===== src/rtl/mbr_pkg.sv =====
// ----------------------------------------------------------------------------
// mbr_pkg: shared types and constants
// Item, run descriptor and register codes for the bitmap to RGB565 stream.
// ----------------------------------------------------------------------------
package mbr_pkg;

  localparam int unsigned CFG_IDX_W = 2;

  // configuration register indexes
  localparam logic [CFG_IDX_W-1:0] CFG_COLUMN_OP = 2'd0;
  localparam logic [CFG_IDX_W-1:0] CFG_ROW_OP    = 2'd1;
  localparam logic [CFG_IDX_W-1:0] CFG_MEMORY_OP = 2'd2;

  localparam logic [7:0] COLUMN_OP_RESET = 8'd42;
  localparam logic [7:0] ROW_OP_RESET    = 8'd43;
  localparam logic [7:0] MEMORY_OP_RESET = 8'd44;

  // input command codes
  localparam logic CMD_START  = 1'b0;
  localparam logic CMD_BITMAP = 1'b1;

  // byte positions inside the start sequence
  localparam logic [3:0] IDX_COLUMN_OP = 4'd0;
  localparam logic [3:0] IDX_X0_HI     = 4'd1;
  localparam logic [3:0] IDX_X0_LO     = 4'd2;
  localparam logic [3:0] IDX_X1_HI     = 4'd3;
  localparam logic [3:0] IDX_X1_LO     = 4'd4;
  localparam logic [3:0] IDX_ROW_OP    = 4'd5;
  localparam logic [3:0] IDX_Y0_HI     = 4'd6;
  localparam logic [3:0] IDX_Y0_LO     = 4'd7;
  localparam logic [3:0] IDX_Y1_HI     = 4'd8;
  localparam logic [3:0] IDX_Y1_LO     = 4'd9;
  localparam logic [3:0] IDX_MEMORY_OP = 4'd10;

  localparam logic [7:0] PIXELS_PER_BYTE = 8'd8;

  typedef struct packed {
    logic        cmd;
    logic [15:0] center_x;
    logic [15:0] center_y;
    logic [7:0]  image_width;
    logic [7:0]  image_height;
    logic [15:0] fore_color;
    logic [15:0] back_color;
    logic [7:0]  bitmap_byte;
  } item_t;

  // everything the byte sequencer needs to play out one run
  typedef struct packed {
    logic        is_start;
    logic [7:0]  column_op;
    logic [7:0]  row_op;
    logic [7:0]  memory_op;
    logic [15:0] x0;
    logic [15:0] x1;
    logic [15:0] y0;
    logic [15:0] y1;
    logic [7:0]  bits;
    logic [15:0] fore;
    logic [15:0] back;
    logic [3:0]  last_idx;
    logic        done;
  } run_t;

endpackage


===== src/rtl/mbr_item_if.sv =====
// ----------------------------------------------------------------------------
// mbr_item_if: input word channel
// Valid/ready channel carrying start and bitmap words.
// ----------------------------------------------------------------------------
interface mbr_item_if;
  logic        valid;
  logic        ready;
  logic        cmd;
  logic [15:0] center_x;
  logic [15:0] center_y;
  logic [7:0]  image_width;
  logic [7:0]  image_height;
  logic [15:0] fore_color;
  logic [15:0] back_color;
  logic [7:0]  bitmap_byte;

  modport source (
    output valid, cmd, center_x, center_y, image_width, image_height,
           fore_color, back_color, bitmap_byte,
    input  ready
  );
  modport sink (
    input  valid, cmd, center_x, center_y, image_width, image_height,
           fore_color, back_color, bitmap_byte,
    output ready
  );
endinterface

// ----------------------------------------------------------------------------
// mbr_link_if: output word channel
// Valid/ready channel carrying display link bytes with their flags.
// ----------------------------------------------------------------------------
interface mbr_link_if;
  logic       valid;
  logic       ready;
  logic [7:0] link_byte;
  logic       is_command;
  logic       last_of_run;
  logic       image_done;

  modport source (
    output valid, link_byte, is_command, last_of_run, image_done,
    input  ready
  );
  modport sink (
    input  valid, link_byte, is_command, last_of_run, image_done,
    output ready
  );
endinterface


===== src/rtl/mbr_front.sv =====
// ----------------------------------------------------------------------------
// mbr_front: input register, image state and run descriptor
// Holds one word, works out the window or the pixel run, tracks position.
// ----------------------------------------------------------------------------
module mbr_front
  import mbr_pkg::*;
(
  input  logic                 clk,
  input  logic                 rst,
  mbr_item_if.sink             px_in,
  input  logic                 cfg_we,
  input  logic [CFG_IDX_W-1:0] cfg_index,
  input  logic [7:0]           cfg_data,
  output logic                 desc_valid,
  output run_t                 desc,
  input  logic                 desc_ready
);

  logic       column_op, row_op, memory_op;
  logic [7:0] column_op_reg, row_op_reg, memory_op_reg;
  logic       item_valid;
  item_t      item;

  logic        drawing_active;
  logic [7:0]  column_position, row_position;
  logic [7:0]  held_width, held_height;
  logic [15:0] held_fore, held_back;

  logic        has_result, advance;
  logic [7:0]  remaining, row_next;
  logic [3:0]  count;
  logic        row_end, done;
  logic [15:0] half_x, half_y;

  assign column_op = cfg_we && (cfg_index == CFG_COLUMN_OP);
  assign row_op    = cfg_we && (cfg_index == CFG_ROW_OP);
  assign memory_op = cfg_we && (cfg_index == CFG_MEMORY_OP);

  always_ff @(posedge clk) begin
    if (rst) begin
      column_op_reg <= COLUMN_OP_RESET;
      row_op_reg    <= ROW_OP_RESET;
      memory_op_reg <= MEMORY_OP_RESET;
    end else begin
      if (column_op) column_op_reg <= cfg_data;
      if (row_op)    row_op_reg    <= cfg_data;
      if (memory_op) memory_op_reg <= cfg_data;
    end
  end

  assign has_result   = (item.cmd == CMD_START) || drawing_active;
  assign desc_valid   = item_valid && has_result;
  assign advance      = item_valid && (!has_result || desc_ready);
  assign px_in.ready  = !item_valid || advance;

  // pixel run arithmetic
  assign remaining = held_width - column_position;
  assign row_end   = (remaining <= PIXELS_PER_BYTE);
  assign count     = row_end ? remaining[3:0] : PIXELS_PER_BYTE[3:0];
  assign row_next  = row_position + 8'd1;
  assign done      = row_end && (row_next >= held_height);

  assign half_x = {9'd0, item.image_width[7:1]};
  assign half_y = {9'd0, item.image_height[7:1]};

  always_comb begin
    desc.is_start  = (item.cmd == CMD_START);
    desc.column_op = column_op_reg;
    desc.row_op    = row_op_reg;
    desc.memory_op = memory_op_reg;
    desc.x0        = item.center_x - half_x;
    desc.x1        = item.center_x + half_x - {15'd0, ~item.image_width[0]};
    desc.y0        = item.center_y - half_y;
    desc.y1        = item.center_y + half_y - {15'd0, ~item.image_height[0]};
    desc.bits      = item.bitmap_byte;
    desc.fore      = held_fore;
    desc.back      = held_back;
    desc.last_idx  = desc.is_start ? IDX_MEMORY_OP : {count[2:0], 1'b0} - 4'd1;
    desc.done      = done;
  end

  always_ff @(posedge clk) begin
    if (rst) begin
      item_valid <= 1'b0;
    end else if (px_in.valid && px_in.ready) begin
      item_valid <= 1'b1;
    end else if (advance) begin
      item_valid <= 1'b0;
    end
    if (px_in.valid && px_in.ready) begin
      item.cmd          <= px_in.cmd;
      item.center_x     <= px_in.center_x;
      item.center_y     <= px_in.center_y;
      item.image_width  <= px_in.image_width;
      item.image_height <= px_in.image_height;
      item.fore_color   <= px_in.fore_color;
      item.back_color   <= px_in.back_color;
      item.bitmap_byte  <= px_in.bitmap_byte;
    end
  end

  always_ff @(posedge clk) begin
    if (rst) begin
      drawing_active  <= 1'b0;
      column_position <= '0;
      row_position    <= '0;
      held_width      <= '0;
      held_height     <= '0;
      held_fore       <= '0;
      held_back       <= '0;
    end else if (advance) begin
      if (item.cmd == CMD_START) begin
        held_width      <= item.image_width;
        held_height     <= item.image_height;
        held_fore       <= item.fore_color;
        held_back       <= item.back_color;
        column_position <= '0;
        row_position    <= '0;
        drawing_active  <= (item.image_width != 8'd0) && (item.image_height != 8'd0);
      end else if (drawing_active) begin
        if (row_end) begin
          column_position <= '0;
          row_position    <= row_next;
          if (done) drawing_active <= 1'b0;
        end else begin
          column_position <= column_position + PIXELS_PER_BYTE;
        end
      end
    end
  end

  a_active_size: assert property (@(posedge clk) disable iff (rst)
    drawing_active |-> (held_width != 8'd0) && (held_height != 8'd0))
    else $error("image active with empty size");
  a_column_inside: assert property (@(posedge clk) disable iff (rst)
    drawing_active |-> column_position < held_width)
    else $error("column position past image width");
  a_row_inside: assert property (@(posedge clk) disable iff (rst)
    drawing_active |-> row_position < held_height)
    else $error("row position past image height");

endmodule


===== src/rtl/mbr_serial.sv =====
// ----------------------------------------------------------------------------
// mbr_serial: run register and byte sequencer
// Plays one run out a byte per cycle into the output register while the output is not stalled.
// ----------------------------------------------------------------------------
module mbr_serial
  import mbr_pkg::*;
(
  input  logic       clk,
  input  logic       rst,
  input  logic       desc_valid,
  input  run_t       desc,
  output logic       desc_ready,
  mbr_link_if.source link_out
);

  logic       run_valid;
  run_t       run;
  logic [3:0] idx;
  logic       load, last, out_valid;
  logic [7:0] next_byte;
  logic       next_cmd;
  logic       pixel_bit;
  logic [15:0] color;

  assign load       = run_valid && (!out_valid || link_out.ready);
  assign last       = (idx == run.last_idx);
  assign desc_ready = !run_valid || (load && last);

  assign pixel_bit = run.bits[3'd7 - idx[3:1]];
  assign color     = pixel_bit ? run.fore : run.back;

  always_comb begin
    next_cmd  = 1'b0;
    next_byte = idx[0] ? color[7:0] : color[15:8];
    if (run.is_start) begin
      unique case (idx)
        IDX_COLUMN_OP: begin next_byte = run.column_op; next_cmd = 1'b1; end
        IDX_X0_HI:     next_byte = run.x0[15:8];
        IDX_X0_LO:     next_byte = run.x0[7:0];
        IDX_X1_HI:     next_byte = run.x1[15:8];
        IDX_X1_LO:     next_byte = run.x1[7:0];
        IDX_ROW_OP:    begin next_byte = run.row_op; next_cmd = 1'b1; end
        IDX_Y0_HI:     next_byte = run.y0[15:8];
        IDX_Y0_LO:     next_byte = run.y0[7:0];
        IDX_Y1_HI:     next_byte = run.y1[15:8];
        IDX_Y1_LO:     next_byte = run.y1[7:0];
        IDX_MEMORY_OP: begin next_byte = run.memory_op; next_cmd = 1'b1; end
        default:       next_byte = 8'h00;
      endcase
    end
  end

  always_ff @(posedge clk) begin
    if (rst) begin
      run_valid <= 1'b0;
      out_valid <= 1'b0;
    end else begin
      if (load) out_valid <= 1'b1;
      else if (link_out.ready) out_valid <= 1'b0;
      if (desc_ready) run_valid <= desc_valid;
    end
    if (desc_ready && desc_valid) begin
      run <= desc;
      idx <= '0;
    end else if (load) begin
      idx <= idx + 4'd1;
    end
    if (load) begin
      link_out.link_byte   <= next_byte;
      link_out.is_command  <= next_cmd;
      link_out.last_of_run <= last;
      link_out.image_done  <= last && !run.is_start && run.done;
    end
  end

  assign link_out.valid = out_valid;

  a_idx_bound: assert property (@(posedge clk) disable iff (rst)
    run_valid |-> idx <= run.last_idx)
    else $error("byte index past end of run");
  a_done_is_last: assert property (@(posedge clk) disable iff (rst)
    out_valid && link_out.image_done |-> link_out.last_of_run)
    else $error("image done off the last byte of a run");
  a_stall_holds: assert property (@(posedge clk) disable iff (rst)
    out_valid && !link_out.ready |=> out_valid && $stable(link_out.link_byte))
    else $error("output word dropped under stall");

endmodule


===== src/rtl/mono_bitmap_to_rgb565_lcd_stream.sv =====
// ----------------------------------------------------------------------------
// mono_bitmap_to_rgb565_lcd_stream: one-bit bitmap to RGB565 link stream
// Turns start words into window commands and bitmap words into pixel bytes.
// ----------------------------------------------------------------------------
//
//  channel    dir  handshake          contents
//  ---------  ---  -----------------  --------------------------------------
//  px_in      in   valid/ready        cmd, center, size, colors, bitmap byte
//  link_out   out  valid/ready        link byte, command, last, image done
//  cfg        in   cfg_we, no stall   index 0..2 opcodes, 8-bit data
//
//  A start word gives 11 bytes, a bitmap word 2 bytes per valid pixel
//  (2..16); the byte sequencer sends one byte per cycle while the output
//  is not stalled and is the limit. A bitmap word with no image active
//  gives nothing. The first byte passes through the word register, the run
//  register and the output register. Reset (rst, synchronous) drops all
//  words in flight and restores the default opcodes. The next word is taken
//  while the current run plays out; a stalled output holds its byte.
//
module mono_bitmap_to_rgb565_lcd_stream
  import mbr_pkg::*;
(
  input  logic                 clk,
  input  logic                 rst,
  mbr_item_if.sink             px_in,
  mbr_link_if.source           link_out,
  input  logic                 cfg_we,
  input  logic [CFG_IDX_W-1:0] cfg_index,
  input  logic [7:0]           cfg_data
);

  // descriptor hand-off between the front end and the sequencer
  logic desc_valid;
  logic desc_ready;
  run_t desc;

  // front: word register, window math, image position tracking
  mbr_front u_front (
    .clk        (clk),
    .rst        (rst),
    .px_in      (px_in),
    .cfg_we     (cfg_we),
    .cfg_index  (cfg_index),
    .cfg_data   (cfg_data),
    .desc_valid (desc_valid),
    .desc       (desc),
    .desc_ready (desc_ready)
  );

  // sequencer: one byte per cycle into the output register, unless the output stalls
  mbr_serial u_serial (
    .clk        (clk),
    .rst        (rst),
    .desc_valid (desc_valid),
    .desc       (desc),
    .desc_ready (desc_ready),
    .link_out   (link_out)
  );

endmodule

===== src/flat_wrapper.sv =====
// flat-port wrapper written by rule: the top's interface ports become plain ports
module mono_bitmap_to_rgb565_lcd_stream_flat import mbr_pkg::*;
  (clk, rst, cfg_we, cfg_index, cfg_data, px_in_valid, px_in_cmd, px_in_center_x, px_in_center_y, px_in_image_width, px_in_image_height, px_in_fore_color, px_in_back_color, px_in_bitmap_byte, px_in_ready, link_out_valid, link_out_link_byte, link_out_is_command, link_out_last_of_run, link_out_image_done, link_out_ready);
  mbr_item_if px_in_i ();
  mbr_link_if link_out_i ();
  input  logic clk;
  input  logic rst;
  input  logic cfg_we;
  input  logic [CFG_IDX_W-1:0] cfg_index;
  input  logic [7:0] cfg_data;
  input wire logic [$bits(px_in_i.valid)-1:0] px_in_valid;
  input wire logic [$bits(px_in_i.cmd)-1:0] px_in_cmd;
  input wire logic [$bits(px_in_i.center_x)-1:0] px_in_center_x;
  input wire logic [$bits(px_in_i.center_y)-1:0] px_in_center_y;
  input wire logic [$bits(px_in_i.image_width)-1:0] px_in_image_width;
  input wire logic [$bits(px_in_i.image_height)-1:0] px_in_image_height;
  input wire logic [$bits(px_in_i.fore_color)-1:0] px_in_fore_color;
  input wire logic [$bits(px_in_i.back_color)-1:0] px_in_back_color;
  input wire logic [$bits(px_in_i.bitmap_byte)-1:0] px_in_bitmap_byte;
  output wire logic [$bits(px_in_i.ready)-1:0] px_in_ready;
  output wire logic [$bits(link_out_i.valid)-1:0] link_out_valid;
  output wire logic [$bits(link_out_i.link_byte)-1:0] link_out_link_byte;
  output wire logic [$bits(link_out_i.is_command)-1:0] link_out_is_command;
  output wire logic [$bits(link_out_i.last_of_run)-1:0] link_out_last_of_run;
  output wire logic [$bits(link_out_i.image_done)-1:0] link_out_image_done;
  input wire logic [$bits(link_out_i.ready)-1:0] link_out_ready;
  assign px_in_i.valid = px_in_valid;
  assign px_in_i.cmd = px_in_cmd;
  assign px_in_i.center_x = px_in_center_x;
  assign px_in_i.center_y = px_in_center_y;
  assign px_in_i.image_width = px_in_image_width;
  assign px_in_i.image_height = px_in_image_height;
  assign px_in_i.fore_color = px_in_fore_color;
  assign px_in_i.back_color = px_in_back_color;
  assign px_in_i.bitmap_byte = px_in_bitmap_byte;
  assign px_in_ready = px_in_i.ready;
  assign link_out_valid = link_out_i.valid;
  assign link_out_link_byte = link_out_i.link_byte;
  assign link_out_is_command = link_out_i.is_command;
  assign link_out_last_of_run = link_out_i.last_of_run;
  assign link_out_image_done = link_out_i.image_done;
  assign link_out_i.ready = link_out_ready;
  mono_bitmap_to_rgb565_lcd_stream u_core (.clk(clk), .rst(rst), .px_in(px_in_i), .link_out(link_out_i), .cfg_we(cfg_we), .cfg_index(cfg_index), .cfg_data(cfg_data));
endmodule

===== config.mk =====
export PLATFORM = sky130hd
export DESIGN_NAME = mono_bitmap_to_rgb565_lcd_stream_flat
export DESIGN_NICKNAME = d
export VERILOG_FILES = /design/src/rtl/mbr_pkg.sv /design/src/rtl/mbr_item_if.sv /design/src/rtl/mbr_front.sv /design/src/rtl/mbr_serial.sv /design/src/rtl/mono_bitmap_to_rgb565_lcd_stream.sv /design/src/flat_wrapper.sv
export SDC_FILE = /design/constraint.sdc
export NUM_CORES = 1
export LEC_CHECK = 0
export BUFFER_PORTS_ARGS = -buffer_cell sky130_fd_sc_hd__buf_4
export CELL_PAD_IN_SITES_DETAIL_PLACEMENT = 0
export CELL_PAD_IN_SITES_GLOBAL_PLACEMENT = 1
export CORE_MARGIN = 4
export CORE_UTILIZATION = 39
export DETAILED_ROUTE_END_ITERATION = 8
export GPL_TIMING_DRIVEN = 1
export PLACE_DENSITY = 0.7
export SLEW_MARGIN = 10
export SYNTH_ARGS = -nofsm -noshare
export SYNTH_HDL_FRONTEND = slang
export SYNTH_SLANG_ARGS = --single-unit

===== constraint.sdc =====
create_clock -name clk -period 7.2 [get_ports clk]
set_input_delay 1.44 -clock clk [delete_from_list [all_inputs] [get_ports clk]]
set_output_delay 1.44 -clock clk [all_outputs]
set_load 0.05 [all_outputs]

# After elaboration in Yosys (flattened, before gate mapping)
# Index checks and enable logic that the tools add are counted.
classes:
  addsub: 12
  n_mul: 0
  div_mod_pow: 0
  n_lt_le_gt_ge: 3
  n_eq_ne: 15
  shifts: 0
  muxes: 22
  n_bitwise: 3
  n_reduce_logical: 33
ops:
  columns: ["cell", "n"]
  rows:
  - ["8-bit one-hot mux with 11 select lines", 1]
  - ["8-bit two-way mux", 8]
  - ["16-bit by 7-bit adder with 16-bit output", 2]
  - ["16-bit by 1-bit subtractor with 16-bit output", 2]
  - ["16-bit by 7-bit subtractor with 16-bit output", 2]
  - ["4-bit by 3-bit == test with 1-bit output, second input constant", 4]
  - ["16-bit two-way mux", 1]
  - ["8-bit nonzero test", 2]
  - ["1-bit logical AND", 13]
  - ["4-bit == test, second input constant", 3]
  - ["1-bit two-way mux", 10]
  - ["8-bit by 1-bit adder with 8-bit output, second input constant", 1]
  - ["8-bit by 4-bit adder with 8-bit output, second input constant", 1]
  - ["4-bit by 2-bit == test with 1-bit output, second input constant", 2]
  - ["8-bit >= comparator", 1]
  - ["8-bit by 4-bit <= comparator with 1-bit output, second input constant", 1]
  - ["8-bit subtractor", 1]
  - ["1-bit zero test", 5]
  - ["1-bit logical OR", 5]
  - ["4-bit by 1-bit adder with 4-bit output, second input constant", 1]
  - ["4-bit by 1-bit == test with 1-bit output, second input constant", 1]
  - ["4-bit == test", 1]
  - ["4-bit zero test", 1]
  - ["3-bit by 4-bit less-than comparator with 1-bit output, second input constant", 1]
  - ["other kinds (13)", 18]
totals:
  regBits: 330
  latch_bits: 0
  ram_bits: 0
  rom_bits: 0
  input_bits: 104
  out_inout_bits: 13
  word_cells: 127
  memories: 0

# Depth between registers and ports, before layout
# Gate-level depths: netlist of run 1.
depth:
  word_depth: 10
  depth_mapped: 12
  ltp_nobuf: 12

# Cells and area by module
# Synthesis of run 1 repeated with hierarchy kept, for this count alone.
hier_totals:
  hier_cells: 1256
  area_unflattened_um2: 14955.6
by_module_without_submodules:
  columns: ["mod", "n_inst", "cells_each", "area_each_um2", "seq_area_each_um2"]
  rows:
  - ["mbr_front", 1, 935, 9233.9, 4414.2]
  - ["mbr_serial", 1, 321, 5721.7, 4474.3]

# Worst setup path after synthesis of run 1
# Ideal clock, no wire load.
synth_timing:
  path_type: "input port to flip-flop"
  from: "input port link_out_ready"
  to: "register u_core.u_front.item, in the netlist u_core.u_front.desc[37] (enable)"
  setup_ps: 548
  arrival_ps: 5767
  required_time_ps: 6652
  path_slack_ps: 886
  cell_stages: 4
  path_buffers: 0
  path_cell_list: "nor2b_1 > o21ai_4 > nor2_1 > nor2b_1"
synth_between:
  elab_chain_len: 8
synth_rtl:
  columns: ["element", "line", "text"]
  rows:
  - ["start, declared", "flat_wrapper.sv:26", "input wire logic [$bits(link_out_i.ready)-1:0] link_out_ready;"]
  - ["1-bit logical OR", "mbr_serial.sv:25", "assign load = run_valid && (!out_valid || link_out.ready);"]
  - ["1-bit logical AND", "mbr_serial.sv:25", null]
  - ["1-bit logical AND", "mbr_serial.sv:27", "assign desc_ready = !run_valid || (load && last);"]
  - ["1-bit logical OR", "mbr_serial.sv:27", null]
  - ["1-bit logical OR", "mbr_front.sv:53", "assign advance = item_valid && (!has_result || desc_ready);"]
  - ["1-bit logical AND", "mbr_front.sv:53", null]
  - ["1-bit logical OR", "mbr_front.sv:54", "assign px_in.ready = !item_valid || advance;"]
  - ["1-bit logical AND", "mbr_front.sv:90", "if (px_in.valid && px_in.ready) begin"]
  - ["end, declared", "mbr_front.sv:22", "item_t item;"]
# Every way passes these cells.
# A chain may end at the register's enable or synchronous reset.

# Worst setup path after layout of run 1
layout_timing:
  from: "input port link_out_ready"
  to: "output port px_in_ready"
layout_between:
  elab_chain_len: 7
layout_rtl:
  columns: ["element", "line", "text"]
  rows:
  - ["1-bit logical OR", "mbr_serial.sv:25", null]
  - ["1-bit logical AND", "mbr_serial.sv:25", null]
  - ["1-bit logical AND", "mbr_serial.sv:27", null]
  - ["1-bit logical OR", "mbr_serial.sv:27", null]
  - ["1-bit logical OR", "mbr_front.sv:53", null]
  - ["1-bit logical AND", "mbr_front.sv:53", null]
  - ["1-bit logical OR", "mbr_front.sv:54", null]
  - ["end, declared", "flat_wrapper.sv:20", "output wire logic [$bits(px_in_i.ready)-1:0] px_in_ready;"]
# Every way passes these cells.

==> results of run 1 <==
cells by family (layout without fill, tap and decap cells):
kind of cell | Yosys count | count (layout)
AOI/OAI and AO/OA | 229 | 229
xor gates and xnor gates | 73 | 73
adders and majority gates | 97 | 97
buffers and inverters | 164 | 315
DFF | 327 | 327
muxes | 45 | 45
other | 1 | 1
and+or+nand+nor | 337 | 337
final timing paths:
| path | startpoint | to | slack, ps | depth (start not counted) |
|---|---|---|---|---|
| max | link_out_ready | px_in_ready | 3280 | 6 |
| min | u_core.u_front.row_op_reg[5] | u_core.u_serial.run[122] | 420 | 0 |
| max reg2reg | u_core.u_serial.idx[2] | u_core.u_serial.run[93] | 3770 | 6 |
| min reg2reg | u_core.u_front.row_op_reg[5] | u_core.u_serial.run[122] | 420 | 0 |
cell usage in the layout, fill, tap and decap left out, types with 5 or more instances in the layout:
cell type,synthesis,final
edfxtp_1,234,234
nand2_1,152,152
buf_4,0,126
inv_1,118,118
ha_1,93,93
dfxtp_1,93,93
a21oi_1,80,80
xnor2_1,55,55
nor2_1,54,54
mux2i_1,41,41
clkbuf_16,0,39
nand3_1,38,38
o21ai_0,28,28
nor2b_1,18,17
xor2_1,17,17
a22oi_1,16,16
nand4_1,14,14
nand2b_1,11,11
a222oi_1,11,11
clkinv_2,1,11
o21bai_1,9,9
o221ai_1,8,8
and3_1,7,7
o211ai_1,7,7
nor3_1,7,7
nor4_1,7,7
a211oi_1,7,7
o22ai_1,7,7
a221oi_1,6,6
clkbuf_1,32,6
o31ai_1,5,5
a41oi_1,6,5
a21boi_0,5,5
nand3b_1,5,5
per-stage QoR:
stage | worst slack [ps] | instance area (µm²) | utilization, % | hold WS, ps
after floorplan | 885.6 | 15040 | - | 400.3
after global placement | 3286 | 16470 | 43.51 | 409.4
after detailed placement | 3269 | 16470 | 43.51 | 406.2
after CTS | 3224 | 17700 | 46.78 | 423.6
after global routing | 3145 | 17700 | 46.78 | 432.5
final | 3276 | 17700 | 46.78 | 419.9
worst max-delay path, delay by kind of cell:
family	cells	cell delay [ps]
buffers and inverters	3	370
AO/OA/AOI/OAI	1	140
AND/OR/NAND/NOR	2	520
report_power, final:
part	switching [mW]	total [mW]	leakage (nW)	internal [mW]
Clock	0.790	1.87	0.611	1.08
Combinational	0.616	0.981	3.25	0.366
Sequential	0.0720	2.24	2.93	2.17
routing by layer:
layer  wire length, µm  track usage [%]
met5                 0                0
met2             16700            27.80
met1             16700            24.18
met3              1633            2.634
met4               652            4.092
final cells by class:
type | count | area (µm²) | area share (%)
well taps | 511 | 639.4 | 3.612
clock buffers | 48 | 1040 | 5.873
clock inverters | 22 | 196.4 | 1.110
multi-input cells | 782 | 5544 | 31.32
inverters | 119 | 449.2 | 2.537
repair buffers | 126 | 945.9 | 5.343
flip-flops and latches | 327 | 8889 | 50.21
==> key figures, run 1 <==
Pwr
  – Leakage: 6.792 nW
  – Maximum vdd drop: ~0.00015 V
  – Final Total Pwr: ~5.1 mW
  – Cell Pwr Density: 287.5 nW/µm²

Clock network
  – Cts hold-fix bufs: 0
  – Post_cts resized: 0
  – Setup repair bufs after CTS: 0
  – H-Tree Depth: 2
  – Sink Count: between 300 and 400
  – CTS Buf Count: 38
  – CTS Buffer Depth: 3
  – Root Driver: clkbuf_16
  – Clock transition at the registers of the reported paths: 60 ps
  – CTS tree: done
  – Clk Latency, worst-skew pair: approximately 540 ps

STA
  – Hold Violations, Final: 0
  – Achievable Freq: ~250 MHz
  – Slew @ Worst Pin: 1155 ps
  – TNS Setup: 0 ps
  – Slew HR: 23.00%
  – Setup violators final: 0
  – Post-route clock period utilization: approximately 54%
  – Minimum clock period: approximately 4000 ps
  – Max-slew violations: 0
  – Worst Skew: about 23 ps
  – RSZ-0062 raised after global routing: false

Route
  – DR WL/cell: roughly 18 µm
  – Initial DRT Pass Iterations: 5
  – Initial DRC Count: 840
  – DRC Markers: 0
  – Post-route ant nets: 0
  – Via density: slightly above 5
  – Via Count: roughly 9800
  – Drt total wl: roughly 36000 µm

Global route
  – Initial antenna violation count: 0
  – Congestion Overflow GR: 0
  – Global-route wire length before repair: between 50000 and 60000 µm
  – Pin count of the biggest net entering global routing: 84
  – Number of global-route vias before repair: about 9700
  – Gr usage total: around 17%

Worst setup path
  – Worst setup path class: in2out
  – Crit. End Element: output pin
  – Crit path top cell by count: buf_4
  – CP peak stage delay: 270 ps
  – Arrival time worst endpoint: ~2500 ps
  – CP max stage cell: nor2_1
  – Data required time of the critical path: roughly 5800 ps
  – Cell breakdown of the critical path: buf_4, nor2b_1, o21ai_4, nor2_1, inv_1, buf_4
  – Critical Path Start Type: primary input
  – Worst-path maximum fanout: 5

Synthesis
  – Post-synthesis compound-gate area fraction: 10.24%
  – Avg Cell Area, Syn: around 12 µm²
  – Syn Nets: about 1500
  – Synthesis Warnings: 0
  – Async S/R FF share, synth: 0%
  – Distinct cells, synth: roughly 70
  – Synth Cell Area: about 15000 µm²
  – Top-count cell post-synth: edfxtp_1
  – Yosys reg bits: ~330
  – EDFF count, synth: between 200 and 250
  – Prevailing post-synth register cell: edfxtp_1
  – Post-synthesis adder-cell area fraction: 8.267%
  – Post-Synth Simple-Gate Area: approximately a tenth
  – Yosys top cell area share: roughly 47%
  – Largest family of logic cells by synthesized area: simple AND/OR/NAND/NOR gates
  – Area contributors post-synth: edfxtp_1 (47%), dfxtp_1 (12%), ha_1 (7.7%)
  – Synth cell count leaders: edfxtp_1 (234), nand2_1 (152), inv_1 (118), dfxtp_1 (93), ha_1 (93)
  – Seq/Total Area, Yosys: a little under 60%
  – Area leader, netlist: edfxtp_1
  – XOR/XNOR Fraction of Synth Area: approximately 4.3%
  – Syn Inst Count: ~1300
  – Mux cell area share after synthesis: under 10%

Min path
  – Hold Path Class: reg2reg

Placed design
  – Port-buffer cells: about 120
  – DP HPWL: around 25000 µm
  – Placer Congestion: slightly above 0.8
  – Post-Place Cells: 1865

Layout
  – Fill cells: ~3500
  – Max FFs per register: around 130
  – Final #Nets: 1595
  – Layout cells sized above 1: between 10% and 20%
  – Largest register by flop count: u_core.u_serial.run
  – Largest registers: u_core.u_serial.run: 134 flops, u_core.u_front.item: 67 flops
  – P&R area growth vs syn: 17.68%
  – Non-Filler Instances: between 1500 and 2000
  – N_diodes: 0

Die
  – Initial Util: just under 40%
  – Die X: a little over 200 µm
  – Row count: approximately 70
  – Core box area: approximately 38000 µm²
  – Chip height: slightly above 200 µm
  – Number of top-level pins: between 100 and 150
  – DIE AREA: about 42000 µm²

Run
  – Max_cap viols: 0

Run status
  – Outcome: complete, no violations
(Power assumes the default switching activity.)
==> inputs of run 2 (changes only) <==
--- a/config.mk
+++ b/config.mk
@@ -5,6 +5,7 @@
 export SDC_FILE = /design/constraint.sdc
 export NUM_CORES = 1
 export LEC_CHECK = 0
+export ABC_AREA = 1
 export BUFFER_PORTS_ARGS = -buffer_cell sky130_fd_sc_hd__buf_4
 export CELL_PAD_IN_SITES_DETAIL_PLACEMENT = 0
 export CELL_PAD_IN_SITES_GLOBAL_PLACEMENT = 1
@@ -12,7 +13,7 @@
 export CORE_UTILIZATION = 39
 export DETAILED_ROUTE_END_ITERATION = 8
 export GPL_TIMING_DRIVEN = 1
-export PLACE_DENSITY = 0.7
+export PLACE_DENSITY = 0.72
 export SLEW_MARGIN = 10
 export SYNTH_ARGS = -nofsm -noshare
 export SYNTH_HDL_FRONTEND = slang
==> constraint.sdc (replaced) <==
create_clock -name clk -period 3.91 [get_ports clk]
set_input_delay 0.782 -clock clk [delete_from_list [all_inputs] [get_ports clk]]
set_output_delay 0.782 -clock clk [all_outputs]
set_load 0.05 [all_outputs]
==> key figures, run 2 <==
Run status
  – Outcome: complete, no violations (unchanged)

Synthesis
  – Area contributors post-synth: edfxtp_1 (46%), dfxtp_1 (12%), nand2_1 (8.1%) (was edfxtp_1 (47%), dfxtp_1 (12%), ha_1 (7.7%))
  – Synth cell count leaders: nand2_1 (332), edfxtp_1 (234), inv_1 (219), a21oi_1 (111), nand3_1 (97) (was edfxtp_1 (234), nand2_1 (152), inv_1 (118), dfxtp_1 (93), ha_1 (93))
  – Yosys reg bits: 327 (unchanged)
  – Avg Cell Area, Syn: 10.03 µm² (was 11.82 µm²)
  – Top-count cell post-synth: nand2_1 (was edfxtp_1)
  – Seq/Total Area, Yosys: 58.05% (was 59.09%)
  – Yosys top cell area share: 45.89% (was 46.71%)
  – Distinct cells, synth: 46 (was 71)
  – Syn Nets: 1727 (was 1474)
  – EDFF count, synth: 234 (unchanged)
  – Synth Cell Area: 15310 µm² (was 15040 µm²)
  – Area leader, netlist: edfxtp_1 (unchanged)
  – Synthesis Warnings: 0 (unchanged)
  – Prevailing post-synth register cell: edfxtp_1 (unchanged)
  – Async S/R FF share, synth: 0% (unchanged)
  – Syn Inst Count: 1526 (was 1273)

Clock network
  – Clk Latency, worst-skew pair: 560 ps (was 540 ps)
  – Root Driver: clkbuf_16 (unchanged)
  – CTS tree: done (unchanged)
  – Post_cts resized: 0 (unchanged)
  – H-Tree Depth: 2 (unchanged)
  – Setup repair bufs after CTS: 0 (unchanged)
  – CTS Buf Count: 38 (unchanged)
  – Clock transition at the registers of the reported paths: 60 ps (about the same)
  – Cts hold-fix bufs: 0 (unchanged)
  – Sink Count: 327 (unchanged)
  – CTS Buffer Depth: 3 (unchanged)

Route
  – Metal2 WL: 16970 µm (was 16700 µm)
  – DR top layer: met4 (unchanged)
  – Drt total wl: 37440 µm (was 35690 µm)
  – Met3 wire len: 1808 µm (was 1633 µm)
  – Via density: 4.807 (was 5.053)
  – Post-route ant nets: 0 (unchanged)
  – Initial DRT Pass Iterations: 5 (unchanged)
  – DR WL/cell: 17.01 µm (was 18.44 µm)
  – Via Count: 10580 (was 9777)
  – Initial DRC Count: 750 (was 840)
  – DRC Markers: 0 (unchanged)
  – WL met1: 17910 µm (was 16700 µm)

Worst setup path
  – Worst setup path class: reg2out (was in2out)
  – Reg2reg path depth: 11 (was 6)
  – Arrival time worst endpoint: 2360 ps (was 2480 ps)
  – Critical path origin: u_core.u_serial.idx[0] (was link_out_ready)
  – CP max stage cell: dfxtp_1 (was nor2_1)
  – Critical Path Start Type: flop (was primary input)
  – Data required time of the critical path: 3130 ps (was 5760 ps)
  – Worst setup path endpoint: px_in_ready (unchanged)
  – Worst-path maximum fanout: 14 (was 5)
  – Crit path top cell by count: nand2_1 (was buf_4)
  – Reg-to-reg startpoint: u_core.u_serial.idx[0] (was u_core.u_serial.idx[2])
  – R2R setup slack: 1030 ps (was 3770 ps)
  – Cell breakdown of the critical path: inv_1, nand2_1, nand2_1, nor2_2, nand3_2, nand3_1, buf_4 (was buf_4, nor2b_1, o21ai_4, nor2_1, inv_1, buf_4)
  – Crit. End Element: output pin (unchanged)
  – Reg-to-reg critical path endpoint: u_core.u_front.column_position[6] (was u_core.u_serial.run[93])
  – CP peak stage delay: 600 ps (was 270 ps)

Pwr
  – Internal power: 6.736 mW (was 3.612 mW)
  – Clock network power share: 40.8% (was 36.7%)
  – Cell Pwr Density: 505.7 nW/µm² (was 287.5 nW/µm²)
  – Combinational power share: 14.8% (was 19.3%)
  – Maximum vdd drop: 0.0002950 V (was 0.0001524 V)
  – Leakage: 7.617 nW (was 6.792 nW)
  – Switching pwr: 2.432 mW (was 1.477 mW)
  – Sequential Power Share: 44.4% (was 44.0%)
  – Switch share: 26.53% (was 29.03%)

STA
  – Max-slew violations: 0 (unchanged)
  – Worst Skew: 29.59 ps (was 23.15 ps)
  – Slew @ Worst Pin: 841.0 ps (was 1155 ps)
  – Minimum clock period: roughly 3100 ps
  – Achievable Freq: 318.3 MHz
  – TNS Setup: 0 ps (unchanged)
  – Post-route clock period utilization: between 80% and 90%
  – Setup violators final: 0 (unchanged)
  – Hold Violations, Final: 0 (unchanged)
  – Slew HR: 43.93% (was 23.00%)
  – RSZ-0062 raised after global routing: false (unchanged)

Placed design
  – Placer Congestion: 0.8762 (was 0.8189)
  – DP HPWL: 27240 µm (was 25090 µm)
  – Port-buffer cells: 116 (unchanged)

Layout
  – Most frequent cells in the layout: nand2_1 (332), edfxtp_1 (234), inv_1 (218), buf_4 (124), a21oi_1 (111) (was edfxtp_1 (234), nand2_1 (152), buf_4 (126), inv_1 (118))
  – Fill cells: 3677 (was 3498)
  – P&R area growth vs syn: 18.40% (was 17.68%)
  – N_diodes: 0 (unchanged)
  – Layout cells sized above 1: 12.54% (was 14.89%)
  – Final core utilization: 46.80% (was 46.78%)
  – Final #Nets: 1855 (was 1595)
  – Largest register by flop count: u_core.u_serial.run (unchanged)
  – Leading cell type in the layout, fill and taps excluded: nand2_1 (was edfxtp_1)
  – Max FFs per register: 134 (unchanged)
  – Largest registers: u_core.u_serial.run: 134 flops, u_core.u_front.item: 67 flops (unchanged)

Die
  – Die X: 206.1 µm (was 204.4 µm)
  – Core box area: 38740 µm² (was 37840 µm²)
  – Initial Util: 39.53% (was 39.75%)
  – Chip height: 206.1 µm (was 204.4 µm)
  – Number of top-level pins: 117 (unchanged)
  – DIE AREA: 42500 µm² (was 41780 µm²)
  – Row count: 72 (was 71)

Min path
  – Hold Path Class: in2reg (was reg2reg)

Global route
  – Number of global-route vias before repair: 10380 (was 9671)
  – Global-route wire length before repair: 58220 µm (was 55650 µm)
  – Congestion Overflow GR: 0 (unchanged)
  – Pin count of the biggest net entering global routing: 55 (was 84)
  – Gr usage total: 17.70% (was 17.07%)
  – Initial antenna violation count: 0 (unchanged)

Run
  – Max_cap viols: 0 (unchanged)
run 2: layer usage:
layer | track usage (%) | up-vias
met3 | 3.531 | 50
li1 | - | 5338
met5 | 0 | -
met4 | 4.301 | 0
met2 | 27.66 | 247
met1 | 25.48 | 4945
run 2: cell families after synthesis:
group / after synthesis / share of synthesized area, %
adder cells (fa/ha/maj): 97 / 8.122
XOR/XNOR: 65 / 3.718
flip-flops: 327 / 58.05
AO/OA/AOI/OAI: 228 / 8.335
buffers and inverters: 265 / 6.815
AND/OR/NAND/NOR: 543 / 14.94
other: 1 / 0.02449
run 2: final cells by class:
type | count | area, µm² | area share (%)
Clock buffer | 56 | 1151 | 6.349
Clock inverter | 13 | 193.9 | 1.070
Inverter | 225 | 854.6 | 4.714
Multi-Input combinational cell | 934 | 5383 | 29.69
Sequential cell | 327 | 8889 | 49.03
Tap cell | 518 | 648.1 | 3.575
Timing Repair Buffer | 128 | 1011 | 5.576
run 2: worst min path at each step:
stage | start | to | slack (ps) | cells past startpoint
2_1_floorplan | u_core.u_front.desc[37] | u_core.u_serial.run[37] | 400 | 0
4_1_cts | px_in_center_x[7] | u_core.u_front.item[79] | 370 | 1
3_5_place_dp | u_core.u_front.desc[44] | u_core.u_serial.run[44] | 410 | 0
6_report | px_in_bitmap_byte[3] | u_core.u_front.desc[40] | 400 | 1
3_3_place_gp | u_core.u_front.column_op_reg[2] | u_core.u_serial.run[127] | 410 | 0
5_1_grt | px_in_back_color[4] | u_core.u_front.item[12] | 380 | 1
run 2: power by group through the flow:
stage	logic (mW)	clock network [mW]	registers (mW)
final	1.36	3.74	4.07
after floorplan	0.915	0	4.11
after detailed placement	1.36	0	4.15
after CTS	1.37	3.83	4.07
after global routing	1.54	3.99	4.09
after global placement	1.35	0	4.14
run 2: critical path: cells and delay by family, from the launching register on:
kind / cells / cell delay (ps)
simple gates: 5 / 660
flops: 1 / 600
buf+inv: 2 / 540
run 2: per-stage QoR:
stage               worst slack (ps)  hold slack, ps  area [µm²]  total power, mW  instances
floorplan                      319.8           400.3       15320            5.027       1526
global placement               857.5           408.4       16780            5.496       2132
detailed placement             738.0           406.4       16780            5.502       2132
CTS                            741.0           371.8       18130            9.275       2201
global route                   556.9           376.8       18130            9.619       2201
finish                         768.1           401.6       18130            9.169       2201
